## src/sv/tcw_addr_unit.sv

```systemverilog
module tcw_addr_unit #(
  parameter int unsigned COLS = 80,
  parameter int unsigned CW   = 7,
  parameter int unsigned RW   = 5,
  parameter int unsigned AW   = 11
) (
  input  logic          clk_i,
  input  logic          en_i,
  input  logic [CW-1:0] col_i,
  input  logic [RW-1:0] row_i,
  output logic [AW-1:0] addr_o
);

  logic [AW-1:0] addr_q;
  logic [AW-1:0] addr_d;

  assign addr_d = AW'(32'(row_i) * 32'(COLS) + 32'(col_i));

  always_ff @(posedge clk_i) begin
    if (en_i) begin
      addr_q <= addr_d;
    end
  end

  assign addr_o = addr_q;

endmodule

```

## config.mk

```make
export PLATFORM = sky130hd
export DESIGN_NAME = tcw_addr_unit
export DESIGN_NICKNAME = d
export VERILOG_FILES = /design/src/sv/tcw_addr_unit.sv
export SDC_FILE = /design/constraint.sdc
export NUM_CORES = 1
export LEC_CHECK = 0
export BUFFER_PORTS_ARGS = -buffer_cell sky130_fd_sc_hd__buf_2
export CAP_MARGIN = 20
export CORE_MARGIN = 1.5
export CORE_UTILIZATION = 45
export DETAILED_ROUTE_END_ITERATION = 7
export GPL_ROUTABILITY_DRIVEN = 0
export PLACE_DENSITY = 0.76
export SLEW_MARGIN = 20
export SYNTH_ARGS = -nofsm -noshare
export SYNTH_HDL_FRONTEND = slang
export SYNTH_SLANG_ARGS = --single-unit
```

## constraint.sdc

```tcl
create_clock -name clk_i -period 2.7 [get_ports clk_i]
set_clock_uncertainty 0.2 [all_clocks]
set_input_delay 0.27 -clock clk_i [delete_from_list [all_inputs] [get_ports clk_i]]
set_output_delay 0.27 -clock clk_i [all_outputs]
set_load 0.005 [all_outputs]
```

### Word level (Yosys, flattened, before mapping)

Cells that the tools add are included.

| cells by class | value |
|---|---|
| multipliers | 1 |
| add/sub/neg operators | 1 |

Operator list:

| operator | number |
|---|---|
| $add A11 B7 Y11 | 1 |
| $mul A5 B3 Y7 const B | 1 |

| storage, ports and cells | value |
|---|---|
| word-level logic and storage cells | 3 |
| bits of input ports | 14 |
| register bits after elaboration | 11 |

### Longest topological paths before layout

Gate-level depths: netlist of the first run.

| depth | value |
|---|---|
| depth in word-level cells | 2 |
| depth in mapped cells | 7 |
| gate-level depth less buffers | 7 |

### Worst setup path before layout of the first run

No wires, ideal clock.

| path | value |
|---|---|
| kind | input port to flip-flop |
| start point | input row_i[1] |
| end point | register addr_q[10], in the netlist addr_o[10], data pin |
| slack | 532 ps |
| data arrival time | 1711 ps |
| cell stages on the path | 7 |
| path through | ha_1 ha_1 fa_1 xor2_1 nand4_1 xnor2_1 xnor2_1 |

| between the ends | value |
|---|---|
| word-level cells in the longest chain between the ends | 2 |

RTL lines:

| item | RTL line | RTL |
|---|---|---|
| start, declared | 10 | `input logic [RW-1:0] row_i,` |
| $mul A5 B3 Y7 | 17 | `assign addr_d = AW'(32'(row_i) * 32'(COLS) + 32'(col_i));` |
| $add A11 B7 Y11 | 17 |  |
| via addr_d[10] | 15 | `logic [AW-1:0] addr_d;` |
| end signal, assigned | 21 | `addr_q <= addr_d;` |
| end, declared | 14 | `logic [AW-1:0] addr_q;` |

The timed path passes the listed nets, and every way through them passes these cells.
A chain may end at the register's enable or synchronous reset.

### Worst setup path after layout of the first run

Ends and elaborated chain as after synthesis.

==> results of run 1 <==
## per-stage QoR
stage	instance area, um2	total power (uW)
final	798	439
after global routing	798	467
after CTS	798	445
after detailed placement	732	335
after global placement	732	326
after floorplan	594	286
## kinds of logic after synthesis
logic type	synth area share
AO/OA/AOI/OAI	0.0547
XOR/XNOR	0.103
adder cells (fa/ha/maj)	0.257
flip-flops	0.556
AND/OR/NAND/NOR	0.0295
## per-layer routing
layer,part of all wire,track usage,up-vias,wire [um]
met4,0.045,0.181,0,48
met1,0.38,0.137,191,405
li1,-,-,206,-
met5,0,0,-,0
met3,0.058,0.0511,4,61
met2,0.51,0.325,21,542
## power by group through the flow
stage / sequential (uW) / clock (uW) / combinational [uW]
after global routing: 226 / 118 / 124
after floorplan: 232 / 0 / 54.3
after CTS: 224 / 109 / 112
after detailed placement: 228 / 0 / 107
after global placement: 226 / 0 / 100
final: 224 / 106 / 109
## final cells by class
type | count | area, um2 | share of cell area
Sequential cell | 11 | 330 | 0.414
Multi-Input combinational cell | 27 | 264 | 0.331
Timing Repair Buffer | 28 | 160 | 0.201
Clock buffer | 4 | 26.3 | 0.0329
Tap cell | 14 | 17.5 | 0.0219
## path summary, 6_finish.rpt
path	end	slack, ns
worst max-delay path	addr_o[10]	0.56
worst min-delay path	addr_o[4]	0.11
## placed cells by master, fill, tap and decap left out, drive strengths merged
cell type / Yosys / layout
ha: 9 / 9
clkbuf: 0 / 4
fa: 2 / 2
xnor2: 4 / 4
nand4: 1 / 1
nor2: 1 / 1
edfxtp: 11 / 11
a21oi: 2 / 2
buf: 0 / 24
xor2: 3 / 3
dlygate4sd3: 0 / 4
nand2: 2 / 2
a21o: 3 / 3
## critical path, stage by stage
cell	delay, ns
sky130_fd_sc_hd__buf_2	0.12
sky130_fd_sc_hd__ha_1	0.29
sky130_fd_sc_hd__ha_1	0.23
sky130_fd_sc_hd__fa_1	0.38
sky130_fd_sc_hd__xor2_1	0.21
sky130_fd_sc_hd__nand4_1	0.14
sky130_fd_sc_hd__xnor2_1	0.22
sky130_fd_sc_hd__xnor2_1	0.10
==> implementation parameters, run 1 <==
Parameter                              Value

Global routing
  Number of antenna violations at the first check in global routing    0
  Overall routing resource usage    0.176
  Largest net degree at the start of global routing    12
  Number of global-route vias before repair    400
  Wire length of the first global-routing pass    approximately 1600 um
  Global route total overflow    0

Setup path
  Crit. End Element    flip-flop
  Req. time, crit path    between 2 and 3 ns
  Max FO, Critical Path    3
  First element of the critical path    row_i[1]
  Data arrival at the endpoint of the critical path    about 2.0 ns
  Type of the worst setup path    in -> reg
  Startpoint type of the worst setup path    input pin

Timing
  Slack of the critical path    0.556 ns
  Final setup violation count    0
  Worst Tran Pin Value    ~0.26 ns
  Final hold viol count    0
  Achievable clock frequency    around 470 MHz
  Setup repair after global routing missed its margin    no
  Worst slew margin    0.829
  Post-Route Hold Slack    approximately 0.11 ns
  Min Clock Period, post-route    between 2 and 2.5 ns
  Final worst-path cycle share    0.794
  Setup total negative slack    0 ns
  Max Slew Vio Count    0

Placed design
  Placed instance count    76
  Port-buffer cells    24
  Half-perimeter wire length of the detailed placement result    roughly 900 um
  Worst setup timing slack at the placement stage    0.236 ns

Power
  Share of power burned in the clock network    0.241
  Worst vdd rail ir drop    0.256 mV
  Switching power    approximately 110 uW
  Combinational fraction of design power    0.249
  Share of total power in sequential cells    0.510
  Cell internal pwr    332 uW
  Fraction of power spent switching nets    0.243
  Leakage power    0.000382 uW
  Areal power density over the cells    approximately 550 nW/um2

Final layout
  Antenna Diode Count    0
  Number of flip-flops under the largest register name    11
  Fillers    approximately 90
  Non-filler cells, final    84
  Core utilization of the finished layout    0.682
  Number of nets in the layout    96
  Fraction of final layout cells with drive strength greater than 1    0.386
  Area Growth Syn to Fin    34.3%

Clock network
  Max clock buf depth    2
  Quantity of gates resized following cts    0
  Worst-path clk slew    ~0.060 ns
  H-Tree Depth    1
  Total of hold buffers inserted after clock tree synthesis    4
  Number of buffers added by the clock tree synthesis step    3
  Post CTS Setup Buffer Count    0
  CTS Sinks    11
  TritonCTS clock tree    yes
  Cell at the root of the clock tree    sky130_fd_sc_hd__clkbuf_4

Drt
  DRC    0
  First DRT Iteration DRCs    5
  Mean routed wirelength per cell    approximately 13 um
  DRT antenna net count    0
  Vias    422
  First-pass detailed-route iteration total    3
  Average via count per standard cell    5.02
  Total Routed Length    about 1100 um

Min path
  Min-Delay Path Depth    2
  Path type of the worst min-delay path    in -> reg
  Worst hold start    col_i[4]

Logic synthesis
  Cell types with the highest counts after synthesis    11 x sky130_fd_sc_hd__edfxtp_1, 9 x sky130_fd_sc_hd__ha_1, 4 x sky130_fd_sc_hd__xnor2_1, 3 x sky130_fd_sc_hd__a21o_1, 3 x sky130_fd_sc_hd__xor2_1
  Cell Area, Synth    approximately 590 um2
  Post-synth top area share    0.556
  Syn_nets    63
  Number of warnings reported in the yosys synthesis log    0
  Synthesized area per cell    approximately 16 um2
  Most area-consuming cells after synthesis    sky130_fd_sc_hd__edfxtp_1 56%, sky130_fd_sc_hd__ha_1 19%, sky130_fd_sc_hd__fa_1 6.7%, sky130_fd_sc_hd__xnor2_1 5.9%, sky130_fd_sc_hd__xor2_1 4.4%
  Post-synthesis sequential area ratio    0.556
  Async set-or-reset flop fraction in the synthesized netlist    0
  EDFF count, synth    11
  Most common cell in the netlist    sky130_fd_sc_hd__edfxtp_1
  Synthesized flop and latch total    11
  Cell taking the most area after synthesis    sky130_fd_sc_hd__edfxtp_1
  Number of distinct library cell variants in the gate-level netlist after synthesis    10
  Top_reg_cell synth    sky130_fd_sc_hd__edfxtp_1
  Cells after synthesis    38

Run
  Max Cap Viol    0

Floorplanning
  I/O pins    25
  Core footprint    1170 um2
  Row count    12
  Die outline width    just under 40 um
  Starting utilization of the core area    0.507
  Die Ht    about 40 um
  DIE AREA    1550 um2

Status
  Result of the run    complete, no violations
Note: power is estimated with default switching activity, not from simulation.
==> inputs of run 2 (changes only) <==
--- a/config.mk
+++ b/config.mk
@@ -8,10 +8,10 @@
 export BUFFER_PORTS_ARGS = -buffer_cell sky130_fd_sc_hd__buf_2
 export CAP_MARGIN = 20
 export CORE_MARGIN = 1.5
-export CORE_UTILIZATION = 45
+export CORE_UTILIZATION = 40
 export DETAILED_ROUTE_END_ITERATION = 7
 export GPL_ROUTABILITY_DRIVEN = 0
-export PLACE_DENSITY = 0.76
+export PLACE_DENSITY = 0.71
 export SLEW_MARGIN = 20
 export SYNTH_ARGS = -nofsm -noshare
 export SYNTH_HDL_FRONTEND = slang
==> constraint.sdc (replaced) <==
create_clock -name clk_i -period 1.9 [get_ports clk_i]
set_clock_uncertainty 0.2 [all_clocks]
set_input_delay 0.19 -clock clk_i [delete_from_list [all_inputs] [get_ports clk_i]]
set_output_delay 0.19 -clock clk_i [all_outputs]
set_load 0.005 [all_outputs]
==> run 2 against run 1 <==
Cell area rose by 14%. First-iteration DRC count rose by 20%. Wire length rose by 11%. Hold slack got worse by 0.081 ns. Cell count rose by 12%. Clock power rose by 42%. Largest power group unchanged. Largest cell class unchanged.
==> implementation parameters, run 2 (synthesis gave the netlist of run 1 again) <==
Parameter                              Value

Status
  Result of the run    complete, no violations (unchanged)

Final layout
  Area Growth Syn to Fin    53.5% (was 34.3%)
  Highest-count cells in the layout ignoring fill and taps    24 x sky130_fd_sc_hd__buf_2, 11 x sky130_fd_sc_hd__edfxtp_1, 9 x sky130_fd_sc_hd__buf_4, 6 x sky130_fd_sc_hd__ha_1, 4 x sky130_fd_sc_hd__dlygate4sd3_1 (was 24 x sky130_fd_sc_hd__buf_2, 11 x sky130_fd_sc_hd__edfxtp_1, 9 x sky130_fd_sc_hd__ha_1, 4 x sky130_fd_sc_hd__xnor2_1, 4 x sky130_fd_sc_hd__dlygate4sd3_1)
  Number of nets in the layout    105 (was 96)
  Antenna Diode Count    0 (unchanged)
  Most frequent standard cell in the layout excluding fill and tap cells    sky130_fd_sc_hd__buf_2 (unchanged)
  Fillers    109 (was 91)
  Fraction of final layout cells with drive strength greater than 1    0.532 (was 0.386)
  Number of flip-flops under the largest register name    11 (unchanged)

Placed design
  Port-buffer cells    24 (unchanged)
  Half-perimeter wire length of the detailed placement result    911 um (was 887 um)
  Worst setup timing slack at the placement stage    -0.220 ns (was 0.236 ns)

Setup path
  Cell type group with the largest total delay on the critical path    adder cells (unchanged)
  Cell-by-cell listing of the critical path    buf_2, ha_4, ha_4, fa_2, nand4_1, xnor2_2, xnor2_1 (was buf_2, ha_1, ha_1, fa_1, xor2_1, nand4_1, xnor2_1, xnor2_1)
  Critical-path cell with the highest stage delay    sky130_fd_sc_hd__fa_2 (was sky130_fd_sc_hd__fa_1)
  Type of the worst setup path    in -> reg (unchanged)
  Bufs and invs on worst path    1 (unchanged)
  Max FO, Critical Path    2 (was 3)
  Req. time, crit path    1.72 ns (was 2.51 ns)
  Crit. End Element    flip-flop (unchanged)
  Stage delay of the slowest cell on the critical path    0.53 ns (was 0.38 ns)
  Most frequent cell on the critical path    sky130_fd_sc_hd__ha_4
  Data arrival at the endpoint of the critical path    1.69 ns (was 1.95 ns)
  Startpoint type of the worst setup path    input pin (unchanged)

Clock network
  TritonCTS clock tree    yes (unchanged)
  H-Tree Depth    1 (unchanged)
  Cell at the root of the clock tree    sky130_fd_sc_hd__clkbuf_4 (unchanged)
  Max clock buf depth    2 (unchanged)
  CTS Sinks    11 (unchanged)
  Number of buffers added by the clock tree synthesis step    3 (unchanged)
  Worst-path clk slew    0.07 ns (was 0.06 ns)

Timing
  Final worst-path cycle share    0.986
  Final hold viol count    0 (unchanged)
  Slack of the critical path    0.0267 ns (was 0.556 ns)
  Min Clock Period, post-route    between 1.5 and 2 ns
  Setup total negative slack    0 ns (unchanged)
  Achievable clock frequency    534 MHz
  Worst slew margin    0.832 (was 0.829)
  Max Slew Vio Count    0 (unchanged)
  Final setup violation count    0 (unchanged)
  Worst Tran Pin Value    0.251 ns (was 0.257 ns)

Drt
  DRC    0 (unchanged)
  First DRT Iteration DRCs    6 (was 5)
  Total Routed Length    1170 um (was 1060 um)
  DRT antenna net count    0 (unchanged)
  First-pass detailed-route iteration total    2 (was 3)
  Average via count per standard cell    4.69 (was 5.02)
  Mean routed wirelength per cell    12.4 um (was 12.6 um)
  Vias    441 (was 422)

Global routing
  Number of global-route vias before repair    430 (was 400)
  Overall routing resource usage    0.138 (was 0.176)
  Largest net degree at the start of global routing    12 (unchanged)
  Global route total overflow    0 (unchanged)
  Wire length of the first global-routing pass    1800 um (was 1550 um)
  Number of antenna violations at the first check in global routing    0 (unchanged)

Floorplanning
  Die Ht    41.5 um (was 39.3 um)
  Starting utilization of the core area    0.440 (was 0.507)
  Core footprint    1350 um2 (was 1170 um2)
  Die outline width    41.5 um (was 39.3 um)
  Row count    13 (was 12)
  DIE AREA    1730 um2 (was 1550 um2)
  I/O pins    25 (unchanged)

Min path
  Path type of the worst min-delay path    in -> reg (unchanged)

Power
  Leakage power    0.000429 uW (was 0.000382 uW)
  Cell internal pwr    508 uW (was 332 uW)
  Worst vdd rail ir drop    0.476 mV (was 0.256 mV)
  Areal power density over the cells    737 nW/um2 (was 550 nW/um2)
  Share of power burned in the clock network    0.225 (was 0.241)
  Combinational fraction of design power    0.302 (was 0.249)
  Switching power    164 uW (was 106 uW)
  Share of total power in sequential cells    0.473 (was 0.510)
  Fraction of power spent switching nets    0.244 (was 0.243)

Run
  Max Cap Viol    0 (unchanged)
==> run 2: changes by cell type in the layout (fill, tap and decap cells not counted) <==
cell and delta:
sky130_fd_sc_hd__xnor2_1 -1, sky130_fd_sc_hd__buf_4 +9, sky130_fd_sc_hd__xnor2_2 +1, sky130_fd_sc_hd__ha_1 -3, sky130_fd_sc_hd__fa_2 +1, sky130_fd_sc_hd__xor2_1 -1, sky130_fd_sc_hd__ha_2 +1, sky130_fd_sc_hd__fa_1 -1
sky130_fd_sc_hd__xor2_2 +1, sky130_fd_sc_hd__ha_4 +2
==> run 2: repair_timing <==
action                                 CTS  global route
endpoints found under the hold margin    4             0
setup endpoints to repair                0             1
setup buffers                            0             1
hold buffers                             4             0
gates resized for setup                  0             2
==> run 2: cell type report <==
class                           count  area [um2]  area share
Sequential cell                    11         330       0.362
Clock buffer                        4        26.3      0.0288
Multi-Input combinational cell     27         309       0.339
Timing Repair Buffer               37         228       0.250
Tap cell                           15        18.8      0.0206
==> run 2: through the flow <==
stage | area [um2] | instances | util | power (uW) | hold WS (ns)
2_1_floorplan | 624 | 38 | - | 415 | 0.0889
3_3_place_gp | 823 | 85 | 0.610 | 499 | 0.167
3_5_place_dp | 823 | 85 | 0.610 | 510 | 0.170
4_1_cts | 890 | 93 | 0.659 | 668 | 0.0239
5_1_grt | 912 | 94 | 0.676 | 714 | 0.0373
6_report | 912 | 94 | 0.676 | 672 | 0.0316
==> run 2: final timing paths <==
check / to / from / depth (start not counted) / slack, ns
min: addr_o[4] / col_i[4] / 2 / 0.03
max: addr_o[10] / row_i[1] / 7 / 0.03
==> run 2: layer usage <==
metal	share of wire	global-route usage	wire length (um)	vias up
met5	0	0	0	-
met4	0.0085	0.0710	10	0
met3	0.062	0.0348	72	2
met2	0.52	0.228	612	19
met1	0.41	0.165	474	196
li1	-	-	-	224
==> run 2: power groups by stage <==
stage                     combinational (uW)  sequential (uW)  clock [uW]
after CTS                                193              318         157
final                                    203              318         151
after global placement                   178              322           0
after global routing                     226              321         167
after detailed placement                 186              324           0
after floorplan                         85.9              329           0
==> inputs of run 3 (changes only) <==
==> constraint.sdc (replaced) <==
create_clock -name clk_i -period 1.7 [get_ports clk_i]
set_clock_uncertainty 0.2 [all_clocks]
set_input_delay 0.17 -clock clk_i [delete_from_list [all_inputs] [get_ports clk_i]]
set_output_delay 0.17 -clock clk_i [all_outputs]
set_load 0.005 [all_outputs]
==> run 3 against run 2 <==
The run now ends with setup timing left. Sequential share of layout area fell by 0.92 points. Total power rose by 14%. Die area did not move. Core utilization rose by 1.8 points. Worst setup slack got worse by 0.088 ns. Via count rose by 6.3%. Sequential power rose by 12%. Flip-flop and latch count did not move. Clock power rose by 14%. Wire length rose by 9.4%. Critical path type unchanged. Largest cell class unchanged. Largest power group unchanged.
==> implementation parameters, run 3 (synthesis gave the netlist of run 1 again) <==
Parameter                              Value

Status
  Result of the run    finished, violations left (was complete, no violations)
  Failing checks    setup timing

Final layout
  Area Growth Syn to Fin    57.5% (was 53.5%)
  Most frequent standard cell in the layout excluding fill and tap cells    sky130_fd_sc_hd__buf_2 (unchanged)
  Number of nets in the layout    105 (unchanged)
  Non-filler cells, final    94 (unchanged)
  Number of flip-flops under the largest register name    11 (unchanged)
  Highest-count cells in the layout ignoring fill and taps    22 x sky130_fd_sc_hd__buf_2, 11 x sky130_fd_sc_hd__edfxtp_1, 9 x sky130_fd_sc_hd__buf_4, 5 x sky130_fd_sc_hd__ha_1 (was 24 x sky130_fd_sc_hd__buf_2, 11 x sky130_fd_sc_hd__edfxtp_1, 9 x sky130_fd_sc_hd__buf_4, 6 x sky130_fd_sc_hd__ha_1, 4 x sky130_fd_sc_hd__dlygate4sd3_1)
  Fillers    103 (was 109)
  Antenna Diode Count    0 (unchanged)
  Core utilization of the finished layout    0.693 (was 0.676)
  Fraction of final layout cells with drive strength greater than 1    0.544 (was 0.532)

Placed design
  Placed instance count    86 (was 85)
  Half-perimeter wire length of the detailed placement result    1000 um (was 911 um)
  Worst setup timing slack at the placement stage    -0.416 ns (was -0.220 ns)
  Port-buffer cells    24 (unchanged)

Drt
  Vias    469 (was 441)
  Average via count per standard cell    4.99 (was 4.69)
  First DRT Iteration DRCs    6 (unchanged)
  Mean routed wirelength per cell    13.6 um (was 12.4 um)
  DRC    0 (unchanged)
  First-pass detailed-route iteration total    3 (was 2)
  DRT antenna net count    0 (unchanged)
  Total Routed Length    1280 um (was 1170 um)

Setup path
  Crit. End Element    flip-flop (unchanged)
  Startpoint type of the worst setup path    input pin (unchanged)
  Data arrival at the endpoint of the critical path    1.58 ns (was 1.69 ns)
  Type of the worst setup path    in -> reg (unchanged)
  Max FO, Critical Path    2 (unchanged)
  Req. time, crit path    1.52 ns (was 1.72 ns)

Power
  Switching power    193 uW (was 164 uW)
  Leakage power    0.000429 uW (about the same)
  Fraction of power spent switching nets    0.252 (was 0.244)
  Share of power burned in the clock network    0.225 (about the same)
  Total power consumption of the routed design    766 uW (was 672 uW)
  Share of total power in sequential cells    0.465 (was 0.473)
  Worst vdd rail ir drop    0.522 mV (was 0.476 mV)
  Cell internal pwr    573 uW (was 508 uW)
  Areal power density over the cells    818 nW/um2 (was 737 nW/um2)
  Combinational fraction of design power    0.311 (was 0.302)

Clock network
  Cell at the root of the clock tree    sky130_fd_sc_hd__clkbuf_4 (unchanged)
  H-Tree Depth    1 (unchanged)
  TritonCTS clock tree    yes (unchanged)
  Worst-path clk slew    0.07 ns (about the same)
  Post CTS Setup Buffer Count    0 (unchanged)
  Max clock buf depth    2 (unchanged)
  CTS Sinks    11 (unchanged)
  Number of buffers added by the clock tree synthesis step    3 (unchanged)

Global routing
  Number of antenna violations at the first check in global routing    0 (unchanged)
  Overall routing resource usage    0.162 (was 0.138)
  Largest net degree at the start of global routing    12 (unchanged)
  Global route total overflow    0 (unchanged)
  Number of global-route vias before repair    495 (was 430)
  Wire length of the first global-routing pass    2050 um (was 1800 um)

Timing
  Slack of the critical path    -0.0609 ns (was 0.0267 ns)
  Final setup violation count    2 (was 0)
  Worst Tran Pin Value    0.243 ns (was 0.251 ns)
  Final hold viol count    0 (unchanged)
  Setup repair after global routing missed its margin    yes
  Final worst-path cycle share    1.04
  Min Clock Period, post-route    ~1.8 ns
  Worst slew margin    0.838 (was 0.832)
  Achievable clock frequency    568 MHz
  Max Slew Vio Count    0 (unchanged)

Floorplanning
  Die Ht    41.5 um (unchanged)
  Core footprint    1350 um2 (unchanged)
  Row count    13 (unchanged)
  Starting utilization of the core area    0.440 (unchanged)
  Die outline width    41.5 um (unchanged)
  I/O pins    25 (unchanged)
  DIE AREA    1730 um2 (unchanged)

Min path
  Path type of the worst min-delay path    in -> reg (unchanged)

Run
  Max Cap Viol    0 (unchanged)
-- run 3: worst max-delay path, cell delays in order --
cell and delay, ns:
sky130_fd_sc_hd__buf_8 0.10, sky130_fd_sc_hd__ha_4 0.23, sky130_fd_sc_hd__ha_4 0.16, sky130_fd_sc_hd__fa_2 0.53
sky130_fd_sc_hd__nand4_1 0.11, sky130_fd_sc_hd__xnor2_1 0.16, sky130_fd_sc_hd__xnor2_1 0.12
-- run 3: cell type report --
class / count / area [um2] / area share
multi-input combinational: 27 / 317 / 0.338
clock buffer: 4 / 26.3 / 0.0281
tap: 15 / 18.8 / 0.0201
sequential: 11 / 330 / 0.353
timing repair buffer: 37 / 244 / 0.261
-- run 3: metrics by stage --
| step | cell area [um2] | hold slack [ns] | setup TNS [ns] |
|---|---|---|---|
| 6_report | 936 | 0.0277 | -0.105 |
| 5_1_grt | 936 | 0.0207 | -0.192 |
| 4_1_cts | 928 | 0.0348 | -0.101 |
| 3_5_place_dp | 831 | 0.151 | -1.05 |
| 3_3_place_gp | 831 | 0.147 | -0.868 |
| 2_1_floorplan | 624 | 0.0689 | -0.327 |
-- run 3: power by group through the flow --
stage | logic (uW) | registers (uW) | clock network [uW]
after floorplan | 96.0 | 368 | 0
after global placement | 203 | 360 | 0
after detailed placement | 216 | 363 | 0
after CTS | 234 | 357 | 170
after global routing | 259 | 359 | 187
final | 238 | 356 | 172
-- run 3: final timing paths --
path              slack (ns)  cells after the start  startpoint    endpoint
setup / recovery       -0.06                      7    row_i[3]  addr_o[10]
hold / removal          0.03                      2    col_i[4]   addr_o[4]
-- run 3: repair_timing --
item                       in CTS  in global routing
resized for setup               6                  1
setup endpoints to repair       2                  2
pin swaps                       7                  1
hold endpoints to repair        4                  0
hold buffers                    4                  0
-- run 3: layer usage --
| metal | up-vias | track usage | wire length, um |
|---|---|---|---|
| met5 | - | 0 | 0 |
| met4 | 0 | 0.0968 | 32 |
| met3 | 4 | 0.0435 | 79 |
| met2 | 19 | 0.306 | 698 |
| met1 | 223 | 0.150 | 469 |
| li1 | 223 | - | - |
