--- src/sv/tcw_pkg.sv ---
package tcw_pkg;

  localparam int unsigned CFG_IDX_W = 1;

  localparam logic [CFG_IDX_W-1:0] REG_DEFAULT_ATTR = 1'b0;
  localparam logic [CFG_IDX_W-1:0] REG_ERROR_ATTR   = 1'b1;

  localparam logic [7:0] RESET_DEFAULT_ATTR = 8'd15;
  localparam logic [7:0] RESET_ERROR_ATTR   = 8'd4;

  localparam logic [7:0] NEWLINE_CODE = 8'h0A;
  localparam logic [7:0] DASH_CODE    = 8'h2D;
  localparam logic [7:0] ERROR_CODE   = 8'h45;
  localparam logic [7:0] SPACE_CODE   = 8'h20;

  localparam logic MODE_PUT  = 1'b0;
  localparam logic MODE_READ = 1'b1;

  typedef struct packed {
    logic       mode;
    logic       use_cursor;
    logic [7:0] column;
    logic [7:0] row_index;
    logic [7:0] character;
    logic [7:0] attribute;
  } tcw_req_t;

  typedef struct packed {
    logic [7:0] cell_character;
    logic [7:0] cell_attribute;
    logic [6:0] cursor_column;
    logic [4:0] cursor_row;
    logic       out_of_range;
  } tcw_rsp_t;

endpackage

--- src/sv/tcw_seq.sv ---
module tcw_seq #(
  parameter int unsigned COLS = 80,
  parameter int unsigned ROWS = 25,
  parameter int unsigned CW   = 7,
  parameter int unsigned RW   = 5,
  parameter int unsigned AW   = 11
) (
  input  logic              clk_i,
  input  logic              rst_ni,
  input  logic              in_valid_i,
  output logic              in_ready_o,
  input  tcw_pkg::tcw_req_t in_req_i,
  output logic              out_valid_o,
  input  logic              out_ready_i,
  output tcw_pkg::tcw_rsp_t out_rsp_o,
  input  logic [7:0]        dflt_attr_i,
  input  logic [7:0]        err_attr_i,
  output logic              addr_en_o,
  output logic [CW-1:0]     addr_col_o,
  output logic [RW-1:0]     addr_row_o,
  input  logic [AW-1:0]     addr_i,
  output logic              ram_we_o,
  output logic [AW-1:0]     ram_waddr_o,
  output logic [15:0]       ram_wdata_o,
  output logic              ram_re_o,
  output logic [AW-1:0]     ram_raddr_o,
  input  logic [15:0]       ram_rdata_i
);
  import tcw_pkg::*;

  localparam int unsigned CELLS = COLS * ROWS;
  localparam logic [AW-1:0] LAST_CELL = AW'(CELLS - 1);
  localparam logic [AW-1:0] FIRST_ROW1 = AW'(COLS);
  localparam logic [AW-1:0] BOTTOM_ROW = AW'(CELLS - COLS);

  typedef enum logic [8:0] {
    S_IDLE  = 9'b000000001,
    S_ADDR  = 9'b000000010,
    S_READ  = 9'b000000100,
    S_WRITE = 9'b000001000,
    S_SC_RD = 9'b000010000,
    S_SC_WR = 9'b000100000,
    S_FILL  = 9'b001000000,
    S_CLEAR = 9'b010000000,
    S_FIN   = 9'b100000000
  } state_e;

  state_e        state_q, state_d;
  logic          init_q, init_d;
  logic          is_read_q, is_read_d;
  logic          rd_ok_q, rd_ok_d;
  logic          oor_q, oor_d;
  logic [7:0]    ch_q, ch_d;
  logic [7:0]    attr_q, attr_d;
  logic [CW-1:0] pcol_q, pcol_d;
  logic [RW-1:0] prow_q, prow_d;
  logic [CW-1:0] cur_col_q, cur_col_d;
  logic [RW-1:0] cur_row_q, cur_row_d;
  logic [AW-1:0] cnt_q, cnt_d;
  logic          out_valid_q, out_valid_d;
  tcw_rsp_t      out_q, out_d;

  logic          on_screen;
  logic          newline;
  logic [CW:0]   col_inc;
  logic [RW:0]   row_inc;
  logic          wrap;
  logic          scroll;
  logic [7:0]    clr_attr;

  assign on_screen = ({1'b0, in_req_i.column} < 9'(COLS)) &&
                     ({1'b0, in_req_i.row_index} < 9'(ROWS));
  assign newline   = (ch_q == NEWLINE_CODE);
  assign col_inc   = {1'b0, pcol_q} + (CW+1)'(1);
  assign row_inc   = {1'b0, prow_q} + (RW+1)'(1);
  assign wrap      = newline || (col_inc == (CW+1)'(COLS));
  assign scroll    = wrap && (row_inc == (RW+1)'(ROWS));
  assign clr_attr  = init_q ? RESET_DEFAULT_ATTR : dflt_attr_i;

  always_comb begin
    state_d     = state_q;
    init_d      = init_q;
    is_read_d   = is_read_q;
    rd_ok_d     = rd_ok_q;
    oor_d       = oor_q;
    ch_d        = ch_q;
    attr_d      = attr_q;
    pcol_d      = pcol_q;
    prow_d      = prow_q;
    cur_col_d   = cur_col_q;
    cur_row_d   = cur_row_q;
    cnt_d       = cnt_q;
    out_valid_d = out_valid_q;
    out_d       = out_q;
    addr_en_o   = 1'b0;
    ram_we_o    = 1'b0;
    ram_waddr_o = cnt_q;
    ram_wdata_o = {clr_attr, SPACE_CODE};
    ram_re_o    = 1'b0;
    ram_raddr_o = cnt_q;

    if (out_valid_q && out_ready_i) begin
      out_valid_d = 1'b0;
    end

    unique case (state_q)
      S_IDLE: begin
        if (in_valid_i) begin
          ch_d      = in_req_i.character;
          attr_d    = (in_req_i.attribute == 8'd0) ? dflt_attr_i : in_req_i.attribute;
          is_read_d = (in_req_i.mode == MODE_READ);
          rd_ok_d   = (in_req_i.mode == MODE_READ) && on_screen;
          oor_d     = 1'b0;
          pcol_d    = CW'(in_req_i.column);
          prow_d    = RW'(in_req_i.row_index);
          if (in_req_i.mode == MODE_READ) begin
            state_d = on_screen ? S_ADDR : S_FIN;
          end else if (in_req_i.use_cursor) begin
            pcol_d  = cur_col_q;
            prow_d  = cur_row_q;
            state_d = S_ADDR;
          end else if (on_screen) begin
            state_d = S_ADDR;
          end else begin
            oor_d   = 1'b1;
            ch_d    = ERROR_CODE;
            attr_d  = (err_attr_i == 8'd0) ? dflt_attr_i : err_attr_i;
            cnt_d   = '0;
            state_d = S_CLEAR;
          end
        end
      end
      S_ADDR: begin
        addr_en_o = 1'b1;
        state_d   = is_read_q ? S_READ : S_WRITE;
      end
      S_READ: begin
        ram_re_o    = 1'b1;
        ram_raddr_o = addr_i;
        state_d     = S_FIN;
      end
      S_WRITE: begin
        ram_we_o    = !newline;
        ram_waddr_o = addr_i;
        ram_wdata_o = {attr_q, ch_q};
        if (scroll) begin
          cur_col_d = '0;
          cur_row_d = RW'(ROWS - 1);
          cnt_d     = FIRST_ROW1;
          state_d   = S_SC_RD;
        end else begin
          cur_col_d = wrap ? '0 : col_inc[CW-1:0];
          cur_row_d = wrap ? row_inc[RW-1:0] : prow_q;
          state_d   = S_FIN;
        end
      end
      S_SC_RD: begin
        ram_re_o = 1'b1;
        state_d  = S_SC_WR;
      end
      S_SC_WR: begin
        ram_we_o    = 1'b1;
        ram_waddr_o = cnt_q - FIRST_ROW1;
        ram_wdata_o = ram_rdata_i;
        if (cnt_q == LAST_CELL) begin
          cnt_d   = BOTTOM_ROW;
          state_d = S_FILL;
        end else begin
          cnt_d   = cnt_q + AW'(1);
          state_d = S_SC_RD;
        end
      end
      S_FILL: begin
        ram_we_o    = 1'b1;
        ram_wdata_o = {DASH_CODE, DASH_CODE};
        if (cnt_q == LAST_CELL) begin
          state_d = S_FIN;
        end else begin
          cnt_d = cnt_q + AW'(1);
        end
      end
      S_CLEAR: begin
        ram_we_o = 1'b1;
        if (cnt_q == LAST_CELL) begin
          if (init_q) begin
            init_d  = 1'b0;
            state_d = S_IDLE;
          end else begin
            pcol_d  = '0;
            prow_d  = '0;
            state_d = S_ADDR;
          end
        end else begin
          cnt_d = cnt_q + AW'(1);
        end
      end
      S_FIN: begin
        if (!out_valid_q || out_ready_i) begin
          out_valid_d          = 1'b1;
          out_d.cell_character = rd_ok_q ? ram_rdata_i[7:0] : 8'd0;
          out_d.cell_attribute = rd_ok_q ? ram_rdata_i[15:8] : 8'd0;
          out_d.cursor_column  = 7'(cur_col_q);
          out_d.cursor_row     = 5'(cur_row_q);
          out_d.out_of_range   = oor_q;
          state_d              = S_IDLE;
        end
      end
      default: begin
        state_d = S_IDLE;
      end
    endcase
  end

  always_ff @(posedge clk_i or negedge rst_ni) begin
    if (!rst_ni) begin
      state_q     <= S_CLEAR;
      init_q      <= 1'b1;
      cnt_q       <= '0;
      cur_col_q   <= '0;
      cur_row_q   <= '0;
      out_valid_q <= 1'b0;
    end else begin
      state_q     <= state_d;
      init_q      <= init_d;
      cnt_q       <= cnt_d;
      cur_col_q   <= cur_col_d;
      cur_row_q   <= cur_row_d;
      out_valid_q <= out_valid_d;
    end
  end

  always_ff @(posedge clk_i) begin
    is_read_q <= is_read_d;
    rd_ok_q   <= rd_ok_d;
    oor_q     <= oor_d;
    ch_q      <= ch_d;
    attr_q    <= attr_d;
    pcol_q    <= pcol_d;
    prow_q    <= prow_d;
    out_q     <= out_d;
  end

  assign in_ready_o  = (state_q == S_IDLE);
  assign out_valid_o = out_valid_q;
  assign out_rsp_o   = out_q;
  assign addr_col_o  = pcol_q;
  assign addr_row_o  = prow_q;

endmodule

--- config.mk ---
export PLATFORM = sky130hd
export DESIGN_NAME = tcw_seq
export DESIGN_NICKNAME = d
export VERILOG_FILES = /design/src/sv/tcw_pkg.sv /design/src/sv/tcw_seq.sv
export SDC_FILE = /design/constraint.sdc
export NUM_CORES = 1
export LEC_CHECK = 0
export ABC_AREA = 1
export BUFFER_PORTS_ARGS = -buffer_cell sky130_fd_sc_hd__buf_2
export CORE_MARGIN = 1.5
export CORE_UTILIZATION = 56
export DETAILED_ROUTE_END_ITERATION = 6
export PLACE_DENSITY = 0.95
export SETUP_SLACK_MARGIN = 0.5
export SLEW_MARGIN = 10
export SYNTH_ARGS = -nofsm -noshare
export SYNTH_HDL_FRONTEND = slang
export SYNTH_SLANG_ARGS = --single-unit
--- constraint.sdc ---
create_clock -name clk_i -period 8.7 [get_ports clk_i]
set_clock_uncertainty 0.1 [all_clocks]
set_input_delay 1.74 -clock clk_i [delete_from_list [all_inputs] [get_ports clk_i]]
set_output_delay 1.74 -clock clk_i [all_outputs]
set_load 0.1 [all_outputs]
-- After elaboration in Yosys (flattened, before gate mapping)
Cells that the tools add are included.
- flip-flop bits (word level): 94
- latch bits: 0
- memory bits (writable): 0
- ROM bits: 0
- bits of input ports: 81
- memories: 0
- $add $sub $neg: 4
- $mul: 0
- div/mod/pow operators: 0
- magnitude comparators: 2
- equality and inequality tests: 23
- shift-type cells: 0
- multiplexer cells: 56
- bitwise operators: 0
- reduce and logical (&&, ||, !) cells: 22
- operator list (cell ; count):
    11-bit two-way mux ; 8
    8-bit two-way mux ; 11
    9-bit case mux with 9 select lines ; 1
    9-bit two-way mux ; 7
    7-bit two-way mux ; 8
    16-bit case mux with 3 select lines ; 1
    11-bit case mux with 4 select lines ; 1
    5-bit two-way mux ; 7
    11-bit case mux with 2 select lines ; 1
    2-bit inequality test, second input constant ; 10
    8-bit logical NOT ; 2
    7-bit case mux with 2 select lines ; 1
    11-bit by 1-bit adder with 11-bit output, second input constant ; 1
    11-bit equality test, second input constant ; 1
    11-bit by 7-bit subtractor with 11-bit output, second input constant ; 1
    5-bit case mux with 2 select lines ; 1
    9-bit by 1-bit equality test with 1-bit output, second input constant ; 1
    9-bit by 2-bit equality test with 1-bit output, second input constant ; 1
    9-bit by 3-bit equality test with 1-bit output, second input constant ; 1
    9-bit by 4-bit equality test with 1-bit output, second input constant ; 1
    9-bit by 5-bit equality test with 1-bit output, second input constant ; 1
    9-bit by 6-bit equality test with 1-bit output, second input constant ; 1
    9-bit by 7-bit equality test with 1-bit output, second input constant ; 1
    9-bit by 8-bit equality test with 1-bit output, second input constant ; 1
    22 further kinds ; 37

-- Depth between registers and ports, before layout
Gate-level depths: netlist of the first run.
- depth in word-level cells: 7
- depth in mapped cells: 15
- gate-level depth less buffers: 14

-- Worst setup path before layout of the first run
Ideal clock, no wire load.
- kind: reg2out
- start: register state_q[1]
- end: output ram_waddr_o[8]
- data arrival time: 4.474 ns
- data required time: 6.860 ns
- slack: 2.386 ns
- cell stages (with the launch flop): 7
- path buffers: 1
- cell sequence: dfrtp_1 -> nor2_1 -> nand2_1 -> inv_2 -> nand2_1 -> buf_2 -> o311ai_0
- word-level cells in the longest chain between the ends: 2
- RTL lines (item ; RTL line ; text):
    start: declaration ; tcw_seq.sv:48 ; state_e state_q, state_d;
    start signal: assignment ; tcw_seq.sv:223 ; state_q <= state_d;
    9-bit by 6-bit equality test with 1-bit output / 9-bit by 4-bit equality test with 1-bit output (equally long branches) ; tcw_seq.sv:106 ; unique case (state_q)
    11-bit case mux with 2 select lines (*) ; tcw_seq.sv:106 ;
    end: declaration ; tcw_seq.sv:23 ; output logic [AW-1:0] ram_waddr_o,
Mark *: on every way between the ends. The rest lies on a longest branch, timed or not.

-- Final worst setup path of the first run
- start: register state_q[6]
- end: output ram_wdata_o[8]
- word-level cells in the longest chain between the ends: 2
- RTL lines (item ; RTL line ; text):
    9-bit by 7-bit equality test with 1-bit output (tied with other cells) ; tcw_seq.sv:106 ;
    16-bit case mux with 3 select lines (*) ; tcw_seq.sv:106 ;
    end: declaration ; tcw_seq.sv:24 ; output logic [15:0] ram_wdata_o,
Marks and branches as above.

==> metrics list, run 1 <==
- The setup path with the least slack is of type reg -> out.
* Number of clock sinks seen by CTS: 94
* Power density over the cells: 125.2 nW/um2
- Syn Area/Cell: 7.988 um2
- TritonCTS built the clock tree.
- In this run the post-CTS setup repair buffer count came out at 0.
- Yosys instantiated no cell more often than nand2_1.
* Maximum fanout along the worst path: 33
* Number of placed instances with taps included: 945
- Post-detailed-route via-to-cell ratio: 5.400
- Commonest cells in the netlist: 194 x nand2_1, 84 x inv_1, 60 x edfxtp_1, 55 x nor2_1, 54 x nand3_1
- The top cell type by area accounts for 33.61% of the synthesized area.
* Yosys warning total: 0
- Summed over all nets, the switching power comes to 0.0002042 W.
* Cell internal pwr: 0.0006030 W
- Max-slew violations: 0
- In the final layout, the share of cells above drive strength 1 is 25.12%.
- The tree is rooted in a clkbuf_8.
- In this run, the number of DRC markers left after iteration 0 of detailed routing was 272.
* Crit Reg-Reg Endpoint: cnt_q[9]
- Total routed wirelength: 14.09 mm
- HPWL after detailed placement: 10.46 mm
- Met1 capacity usage during global routing: 35.09%
* Peak supply drop: 0.06571 mV
- Net count after synthesis: 759
- Sequential area share after synthesis: 49.53%
* Post-synth EDFFs: 60
- In the final routed layout, each cell accounts on average for 14.65 um.
* Register-to-Register Setup Slack: 5.96 ns
- The most used flip-flop cell after synthesis is edfxtp_1.
- Static leakage power: 3.212 nW
* Required time of the worst setup path: 6.86 ns
* Die area: 10170 um2
- The flow ran to the end, and the final reports show no timing, DRC or antenna violations.
- The floorplan has 35 rows.
- The final number of hold-violating endpoints came to 0.
- Entering global routing, the biggest net connects 35 pins.
* RSZ-0062 raised after global routing: false
- Global-route met3 utilization: 3.606%
- Leaving out filler cells and counting taps, the final layout contains 962.
- Starting Density: 58.01%
- The tool flagged a number of max-cap violations equal to 0.
- Height of the die: 100.8 um
- Total iterations of the first detailed-routing run: 5
- Post-CTS sizing: 0
- After synthesis, the cell types taking the most area are edfxtp_1 34%, dfrtp_1 15%, nand2_1 14%.
- Clock share of power: 34.0%
- For the worst flop-to-flop path, the logic depth is 14.
- Final Wtd Congestion: 0.9412
- Wire length of the first global-routing pass: 22.64 mm
- Combined area of all synthesized cells: 5360 um2
* Number of design rule violations left after detail routing: 0
- Buffer depth of the longest clock path: 2
- Measured against its own limit, the worst slew margin works out to 30.44%.
* Level count of the clock H-tree: 3
* Startpoint kind of the worst setup timing path: flop
* Remaining antenna violation count after routing: 0
* Worst reg2reg path startpoint: addr_col_o[0]
- The die is 100.8 um wide.
- For the worst-skew pair, the clock arrives at the later sink with an insertion delay of 0.37 ns.
* Endpoint of the most critical setup path: ram_wdata_o[8]
- The global routing stage identified its most utilized layer as met2.
- Final Critical Period: 5.024 ns
- Counting flops with an async set or reset pin after synthesis yields a share of 36.17%.
* Biggest cell delay along the critical path: 0.86 ns
- The critical path goes through nor2_2, nand2_2, nor2_1, nand2_2, inv_1, nand2_1, a32oi_1, buf_2.
- Dominant cell type by count on the critical path: nand2_2
- Post-synth cell types: 41
- Start point of the critical path: state_q[6]
- After the last flow step, the layout net total stands at 915.
- Data on the critical path arrives at its endpoint at 3.18 ns.
- The slowest stage of the critical path belongs to the cell inv_1.
* Post-CTS Hold Buffers: 0
* Setup-violating endpoint count in the final report: 0
- 165 I/O pins were placed.
* Number of cells produced by synthesis: 671
- Synthesis-stage register bit count: 94
- Global routing used 28.79% of the available tracks.
- Sw Share: 25.30%
- After global routing the overflow that remains totals 0.
* Slew of the pin with the lowest slew margin: 1.042 ns
* Via count of the first global-routing pass: 4870
* Relative contribution of sequential cells to total power: 58.6%
* F_max: 199.0 MHz
- In the final timing run, aggregate negative setup slack is 0 ns.
* Met2 track demand over resource: 50.21%
* Total of buffers placed on input and output ports: 164
- Routed via count: 5195
- Inserted Clock Buffers: 9
- CTS clock-pin slew for the worst setup and hold paths: 0.10 ns
- The number of antenna violations at the first check in global routing came to 1.
* Worst hold-check path type: reg -> reg
- The share of total power dissipated in combinational logic is 7.4%.
- Compared with the post-synthesis result, the final layout area differs by 20.28%.
- Area of the core region: 9240 um2
- edfxtp_1 takes more of the synthesized area than any other cell.
- At the end of the flow the core is filled with cells to 69.78%.
- STA classifies the critical path endpoint as an output pin.
- Portion of the clock cycle consumed by the worst path in the final layout: 57.75%
-- registers in the layout, indices dropped and copies added, names as in the netlist, 5 cells and up --
| name | cells |
|---|---|
| cur_row_q | 5 |
| addr_col_o | 7 |
| addr_row_o | 5 |
| cnt_q | 11 |
| attr_q | 8 |
| out_rsp_o | 29 |
| ch_q | 8 |
| state_q | 9 |
| cur_col_q | 7 |
-- cells by family after synthesis --
group / after synthesis / share of synthesized area (%)
buf+inv: 112 / 8.217
compound gates: 102 / 11.04
xor+xnor: 10 / 1.634
simple gates: 346 / 27.94
fa+ha+maj: 7 / 1.634
flops: 94 / 49.53
-- cell usage in the layout (no fill, tap or decap), drive strengths merged, types with 3 or more instances in the layout --
cell / synthesis / layout
a32oi: 4 / 4
xor2: 9 / 9
nand4: 5 / 5
nor3: 10 / 10
ha: 7 / 7
nor4: 8 / 8
clkbuf: 10 / 10
nand3: 56 / 56
o211ai: 10 / 10
nand2: 198 / 198
edfxtp: 60 / 60
a21oi: 23 / 23
buf: 12 / 167
o21bai: 4 / 4
nor2: 61 / 61
dfrtp: 32 / 32
inv: 88 / 93
o21ai: 51 / 51
or2: 5 / 5
a22o: 3 / 3
clkinv: 2 / 3
-- power groups by stage --
stage	Combinational (W)	Sequential [W]	Clock [W]
2_1_floorplan	0.0000293	0.000483	0
3_3_place_gp	0.0000582	0.000483	0
3_5_place_dp	0.0000591	0.000483	0
4_1_cts	0.0000593	0.000473	0.000274
5_1_grt	0.0000656	0.000473	0.000295
6_report	0.0000594	0.000473	0.000275
-- final cells by class --
cell class	instances	area, um2
Tap cell	129	161.4
Timing Repair Buffer	167	843.3
Clock buffer	10	127.6
Inverter	90	337.8
Fill cell	763	2793
Antenna cell	1	2.502
Multi-Input combinational cell	465	2270
Sequential cell	94	2655
Clock inverter	6	50.05
-- worst max-delay path: cells and delay by family, from the launching register on --
family / cells / cell delay [ns]
compound gates: 1 / 0.25
buf+inv: 2 / 1.32
flops: 1 / 0.41
simple gates: 5 / 0.84
-- per-layer routing --
layer  routed length [um]  vias to the layer above
li1                     -                     2531
met1                 5556                     2334
met2                 6922                      280
met3                 1094                       50
met4                  518                        0
met5                    0                        -
-- how the worst min path moves through the flow --
stage	startpoint	slack (ns)	cells past startpoint	to
3_3_place_gp	oor_q	0.30	0	out_rsp_o[0]
6_report	oor_q	0.33	0	out_rsp_o[0]
5_1_grt	oor_q	0.35	0	out_rsp_o[0]
4_1_cts	oor_q	0.33	0	out_rsp_o[0]
2_1_floorplan	oor_q	0.30	0	out_rsp_o[0]
3_5_place_dp	oor_q	0.31	0	out_rsp_o[0]
-- stage by stage --
stage	setup slack, ns	hold WS [ns]	power, W	instance area [um2]
6_report	3.676	0.3343	0.0008072	6447
5_1_grt	3.408	0.3530	0.0008342	6447
4_1_cts	3.670	0.3341	0.0008061	6445
3_5_place_dp	4.068	0.3072	0.0005420	6267
3_3_place_gp	4.184	0.3016	0.0005411	6267
2_1_floorplan	2.386	0.3003	0.0005123	5360
(Power assumes the default switching activity.)
==> inputs of run 2 (changes only) <==
Settings changed: ABC_AREA 1 to 0, CORE_UTILIZATION 56 to 51, PLACE_DENSITY 0.95 to 0.89.
Clock period 8.7 ns to 4.8 ns, I/O delays scaled along.
==> metrics list, run 2 <==
- Post-route setup TNS: 0 ns (unchanged)
* Final Critical Period: 4.072 ns
- Derived from the worst setup path, the maximum achievable clock frequency is 245.6 MHz.
* Post-synth EDFFs: 60 (unchanged)
- Most frequent cells in the layout: 164 x buf_2, 83 x nand2_1, 60 x edfxtp_1
* Starting Density: 52.43% (-5.6 points)
* Combined area of all synthesized cells: 5101 um2 (-4.8%)
* Sort of element at the end of the critical path: output pin
- Largest net degree at the start of global routing: 35 (unchanged)
- The largest stage delay on the critical path is 0.77 ns (-0.09 ns).
- Die width: 103.0 um (+2.2%)
* Commonest non-fill, non-tap cell in the layout: buf_2
* Total routed wirelength: 13.79 mm (-2.1%)
* Wire length of the first global-routing pass: 20.98 mm (-7.3%)
- The worst slack at placement came to 0.9534 ns (-3.115 ns).
- The number of levels in the clock H-tree came to 3 (unchanged).
- The number of top-level pins was 165 (unchanged).
* Total overflow reported by the global router: 0 (unchanged)
* RSZ-0062 raised after global routing: false
* Pwr Total: 0.003661 W (+350%)
- The total inserted antenna cells was 0 (-1).
- The net switching power figure is 0.001872 W (+820%).
- The switching portion of total power was 51.13% (+26 points).
- Number of clock sinks seen by CTS: 94 (unchanged)
* Final Wtd Congestion: 0.9153 (-2.8%)
* Area of the core region: 9729 um2 (+5.3%)
- Routed via count: 4699 (-9.5%)
* Slew of the pin with the lowest slew margin: 1.005 ns (-0.03682 ns)
- The setup-violating endpoint count in the final report came to 0 (unchanged).
- The via count of the first global-routing pass came to 4358 (-11%).
* Remaining antenna violation count after routing: 0 (unchanged)
- Synthesis-stage register bit count: 94 (unchanged)
- Maximum fanout along the worst path: 7 (-79%)
* Critical path type: reg -> out
* Clk_lat worst skew: 0.37 ns (about the same)
- The number of DRC markers in iteration 0 came to 423 (+56%).
- Min setup slack post-route: 0.7277 ns (-2.948 ns)
- The final layout net count is 750 (-18%).
- The sequential power share is 35.9% (-23 points).
* Post-synthesis to final-layout area growth: 23.84%
- Yosys instantiated no cell more often than nand2_1.
- The normalized max-slew margin was 32.12% (+1.7 points).
- Buffer cell driving the clock tree root: clkbuf_8
- The number of warnings reported in the yosys synthesis log was 0 (unchanged).
- Predominant post-synthesis flop cell: edfxtp_1
* Top cell family by delay on the critical path: compound AO/OA/AOI/OAI gates
* Post-CTS Hold Buffers: 0 (unchanged)
- The logic gate share of total power is 47.8% (+40 points).
- TritonCTS built the clock tree.
- Final Instance Area: 6317 um2 (-2.0%)
- The maximum VDD drop is 0.5123 mV (+680%).
- GR Util All Layers: 25.99% (-2.8 points)
- Worst min-delay path endpoint: state_q[3]
- Max-slew violations: 0 (unchanged)
- Post-synth ARST share: 36.17% (unchanged)
- Number of antenna violations at the first check in global routing: 0 (-1)
* Buffer depth of the longest clock path: 2 (unchanged)
* Slowest-stage cell, CP: o41ai_2
- Hold Path Depth: 1 (+1)
- The arrival time at the worst endpoint was 3.01 ns (-0.17 ns).
* Run status: complete, no violations
* Syn Area/Cell: 10.10 um2 (+26%)
- The synthesized design spends more area on one cell type than any other, namely edfxtp_1.
- Commonest cells in the netlist: 83 x nand2_1, 60 x edfxtp_1, 32 x a21oi_1, 32 x dfrtp_1, 24 x clkbuf_1
- Filler cells: 799 (+4.7%)
- The sum of buffers and inverters on the critical path came to 1 (-1).
* Static leakage power: 2.820 nW (-12%)
- Post-detailed-route via-to-cell ratio: 5.874 (+8.8%)
- The share of the synthesized area in the top cell type came to 35.32% (+1.7 points).
- Total of buffers placed on input and output ports: 164 (unchanged)
* Sequential area share after synthesis: 52.05% (+2.5 points)
- The required time at the worst-slack endpoint came to 3.74 ns (-3.12 ns).
* Routed WL per cell: 17.24 um (+18%)
* Height of the die: 103.0 um (+2.2%)
* Net count after synthesis: 593 (-22%)
* HPWL after detailed placement: 10.18 mm (-2.6%)
- Die area: 10610 um2 (+4.4%)
- The critical path goes through nor4_2, nand2_1, o41ai_2, nor3_1, a21oi_1, buf_2.
- CTS clock-pin slew for the worst setup and hold paths: 0.09 ns (about the same)
- The cell depth of the worst flop-to-flop path was 6 (-8).
- Min-Delay Startpoint: is_read_q
- Worst reg2reg path startpoint: state_q[1]
- The gate count of the mapped netlist is 505 (-25%).
- Number of design rule violations left after detail routing: 0 (unchanged)
- In the finished design, the share of the clock period the worst path needs comes to 84.84%.
- Tracing the worst setup path back leads to its startpoint at state_q[1].
- Total iterations of the first detailed-routing run: 5 (unchanged)
- Crit Reg-Reg Endpoint: cnt_q[1]
- After synthesis, the cell types taking the most area are edfxtp_1 35%, dfrtp_1 16%, nand2_1 6.1%.
* Largest register FFs: 29 (unchanged)
- Post-synth cell types: 65 (+59%)
- The worst-case register-to-register setup slack is 1.94 ns (-4.02 ns).
* Power density over the cells: 579.5 nW/um2 (+360%)
- The site row count is 36 (+2.9%).
- Cell internal pwr: 0.001789 W (+200%)
- Clock share of power: 16.3% (-18 points)
- The worst setup path is launched from a flop.
- The fraction of final layout cells sized beyond drive strength 1 came to 32.68% (+7.6 points).
- Final hold violations: 0 (unchanged)
- The number of buffers added by the clock tree synthesis step is 9 (unchanged).
- The path class of the tightest hold or removal check is reg -> reg.
* Max-capacitance violation count: 0 (unchanged)
* Placed cell area: 6077 um2 (-3.0%)
run 2: cell count changes in the layout (fill, tap and decap cells not counted), sizes merged, moves of 8 or more:
cell | previous run | this run
nand2 | 198 | 84
inv | 93 | 18
nor2 | 61 | 18
nand3 | 56 | 20
o21ai | 51 | 24
and2 | 1 | 20
nor2b | 0 | 17
a221o | 0 | 14
a22oi | 0 | 10
a21oi | 23 | 32
mux2 | 0 | 8
run 2: logic make-up after synthesis:
logic type	after synthesis	share of synthesized area, %
muxes	10	2.159
DFF	94	52.05
buffers and inverters	42	3.115
xor gates and xnor gates	13	2.232
AOI/OAI and AO/OA	122	16.83
and+or+nand+nor	217	21.90
adders and majority gates	7	1.717
run 2: worst max path at each step:
stage,endpoint,cells past startpoint
2_1_floorplan,ram_raddr_o[0],6
3_3_place_gp,ram_waddr_o[6],6
3_5_place_dp,ram_waddr_o[6],6
4_1_cts,ram_waddr_o[6],6
5_1_grt,ram_wdata_o[8],6
6_report,ram_wdata_o[8],6
run 2: repair_timing:
action,in CTS,in global routing
gates resized for setup,0,2
endpoints found under the setup margin,0,10
setup buffers,0,0
run 2: worst register-to-register path, cell delays in order, from the launching register on:
cell	delay, ns
dfrtp_1	0.44
nor4_2	0.47
nand2_1	0.16
o41ai_2	0.77
a2bb2oi_4	0.28
and3_1	0.34
mux2i_1	0.23
run 2: final cells by class:
cell class                 count  area (um2)  share of cell area [%]
inverter                      16       60.06                  0.9507
tap                          133       166.4                   2.634
sequential                    94        2655                   42.03
clock buffer                  10       137.6                   2.179
clock inverter                 6       91.34                   1.446
multi-input combinational    369        2326                   36.82
timing repair buffer         172       880.8                   13.94
run 2: routing by layer:
metal / GRT usage, % / vias to the layer above / routed length (um)
li1: - / 2180 / -
met2: 44.79 / 244 / 6969
met3: 3.864 / 37 / 977
met4: 11.64 / 0 / 426
met5: 0 / - / 0
met1: 32.49 / 2238 / 5418
run 2: power by group through the flow:
stage / sequential, W / clock [W] / combinational [W]
after global routing: 0.00134 / 0.000632 / 0.00184
after detailed placement: 0.00132 / 0 / 0.00173
after CTS: 0.00131 / 0.000601 / 0.00174
after floorplan: 0.00189 / 0 / 0.000812
final: 0.00131 / 0.000597 / 0.00175
after global placement: 0.00131 / 0 / 0.00170
run 2: stage by stage:
step,cells,util [%],hold WS (ns)
3_3_place_gp,784,62.46,0.3020
5_1_grt,800,64.93,0.3489
3_5_place_dp,784,62.46,0.3111
4_1_cts,800,64.81,0.3336
6_report,800,64.93,0.3304
2_1_floorplan,505,-,0.2963
==> inputs of run 3 (changes only) <==
Settings changed: CORE_UTILIZATION 51 to 46, PLACE_DENSITY 0.89 to 0.85.
Clock period 4.8 ns to 3.5 ns, I/O delays scaled along.
==> metrics list, run 3 (synthesized netlist as in run 2, its figures left out) <==
- The wire length per cell came to 21.56 um (+25%).
- Slew of the pin with the lowest slew margin: 0.8875 ns (-0.1179 ns)
* Final Wtd Congestion: 0.9454 (+3.3%)
- Startpoint kind of the worst setup timing path: flop
- CTS clock-pin slew for the worst setup and hold paths: 0.10 ns (about the same)
- The chip width came to 108.3 um (+5.1%).
- Subtracting the final worst setup slack from the clock period gives 3.184 ns.
* Smallest hold slack: 0.3002 ns (-0.03024 ns)
- For this design, the slowest cell found on the critical path is dfrtp_1.
- The number of filler instances in the final layout came to 702 (-12%).
- Commonest non-fill, non-tap cell in the layout: buf_2
- Total overflow reported by the global router: 0 (unchanged)
* Biggest cell delay along the critical path: 0.50 ns (-0.27 ns)
- The signal on the critical path passes through nor2b_2, and3_4, buf_12, clkbuf_16, a221oi_1, nand2_2, buf_12.
- The final antenna-violating net count was 0 (unchanged).
- Setup-violating endpoint count in the final report: 0 (unchanged)
- The starting density of the core came to 47.06% (-5.4 points).
* Portion of the clock cycle consumed by the worst path in the final layout: 90.96%
* Required time of the worst setup path: 2.70 ns (-1.04 ns)
- Largest net degree at the start of global routing: 35 (unchanged)
- Largest register FFs: 29 (unchanged)
- The die area was 11730 um2 (+11%).
- The maximum number of buffers from clock root to sink is 2 (unchanged).
* Max-capacitance violation count: 0 (unchanged)
- The total power divided by cell area was 694.9 nW/um2 (+20%).
- Post-synthesis to final-layout area growth: 52.86%
- The clock latency of the later-clocked register in the worst-skew pair came to 0.39 ns (+0.02 ns).
* HPWL after detailed placement: 11.15 mm (+9.5%)
* Critical path type: reg -> out
- Max-slew violations: 0 (unchanged)
* Total routed wirelength: 18.50 mm (+34%)
- Run status: complete, no violations
- Post-route setup TNS: 0 ns (unchanged)
- The site row count came to 38 (+5.6%).
- Wire length of the first global-routing pass: 25.16 mm (+20%)
- Static leakage power: 3.329 nW (+18%)
- The total iterations of the first detailed-routing run is 6 (+1).
- Crit path arrival time: 2.38 ns (-0.63 ns)
- GR Util All Layers: 28.20% (+2.2 points)
- The maximum VDD drop was 0.8124 mV (+59%).
- The number of instances in the placed design came to 800 (+2.0%).
- Area of the core region: 10840 um2 (+11%)
- Number of antenna violations at the first check in global routing: 0 (unchanged)
* Maximum fanout along the worst path: 7 (unchanged)
* Most frequent cells in the layout: 123 x buf_2, 64 x nand2_1, 60 x edfxtp_1
- The final layout net count came to 800 (+6.7%).
- F_max: 314.1 MHz
- In this run the worst hold path is classified as in -> async.
- Register-to-Register Setup Slack: 0.61 ns (-1.33 ns)
- Setup repair after global routing could not meet its margin everywhere.
* Via count of the first global-routing pass: 5112 (+17%)
* Final hold violations: 0 (unchanged)
- Number of clock sinks seen by CTS: 94 (unchanged)
- Sort of element at the end of the critical path: output pin
- The count of buffers inserted at the top-level ports came to 164 (unchanged).
- The normalized max-slew margin was 40.71% (+8.6 points).
- Number of design rule violations left after detail routing: 0 (unchanged)
- The post-route core utilization is 71.93% (+7.0 points).
* Inserted Clock Buffers: 9 (unchanged)
- DRC marker count from the first detailed-route iteration: 799 (+89%)
- TritonCTS built the clock tree.
- Post-CTS Hold Buffers: 0 (unchanged)
* Buffer cell driving the clock tree root: clkbuf_8
- Routed via count: 5377 (+14%)
- The cell that appears most often on the critical path is buf_12.
* Fraction of layout instances using a drive strength above 1: 47.14% (+14 points)
- Count of pins on the block boundary: 165 (unchanged)
- Post-detailed-route via-to-cell ratio: 6.267 (+6.7%)
- The final non-filler cell total came to 858 (+7.2%).
- Height of the die: 108.3 um (+5.1%)
- The number of levels in the clock H-tree came to 3 (unchanged).
==> run 3: metal layers <==
layer  routed length, um  up-vias  track usage (%)  part of all wire, %
met3                1688      102            4.702                  9.1
li1                    -     2290                -                    -
met4                 839        0            15.88                  4.5
met2                9494      433            50.63                   51
met1                6473     2552            31.64                   35
met5                   0        -                0                    0
==> run 3: worst paths after layout <==
| check | from | end | cells after the start |
|---|---|---|---|
| worst min register to register | is_read_q | state_q[3] | 1 |
| worst max register to register | state_q[4] | cnt_q[10] | 8 |
| min in group clk_i | is_read_q | state_q[3] | 1 |
| worst max-delay path | state_q[3] | ram_wdata_o[13] | 7 |
| worst min-delay path | rst_ni | cur_row_q[4] | 1 |
| max in group asynchronous | rst_ni | state_q[8] | 1 |
==> run 3: timing repair <==
| item | 4_1_cts | 5_1_grt |
|---|---|---|
| pin swaps | 8 | 22 |
| gates cloned | 1 | 3 |
| buffers inserted | 22 | 15 |
| endpoints found under the setup margin | 41 | 39 |
| gates resized for setup | 44 | 77 |
==> run 3: report_power, final <==
group	total (W)	leakage (nW)	internal (W)	switching, W
sequential	0.00185	1.01	0.00155	0.000296
combinational	0.00288	2.24	0.000795	0.00208
clock	0.000696	0.0858	0.000267	0.000429
total	0.00542	3.33	0.00261	0.00281
==> run 3: area by class of cell <==
cell class / count / area [um2] / share of cell area, %
well taps: 140 / 175.2 / 2.246
diodes: 1 / 2.502 / 0.03209
clock inverters: 7 / 56.30 / 0.7221
clock buffers: 9 / 123.9 / 1.589
flip-flops and latches: 94 / 2664 / 34.16
repair buffers: 222 / 1976 / 25.34
inverters: 16 / 62.56 / 0.8023
multi-input cells: 369 / 2738 / 35.11
==> run 3: critical path: cells and delay by family, from the launching register on <==
| kind | cells | cell delay, ns |
|---|---|---|
| simple gates | 3 | 0.57 |
| compound gates | 1 | 0.44 |
| flops | 1 | 0.50 |
| buf+inv | 3 | 0.47 |
==> run 3: metrics by stage <==
stage / total power (W) / area [um2] / worst slack [ns]
after global routing: 0.005603 / 7795 / 0.2897
after CTS: 0.005142 / 7269 / 0.4579
final: 0.005419 / 7797 / 0.3164
after floorplan: 0.003741 / 5263 / -0.03674
after global placement: 0.004277 / 6740 / 0.5823
after detailed placement: 0.004350 / 6740 / 0.4879
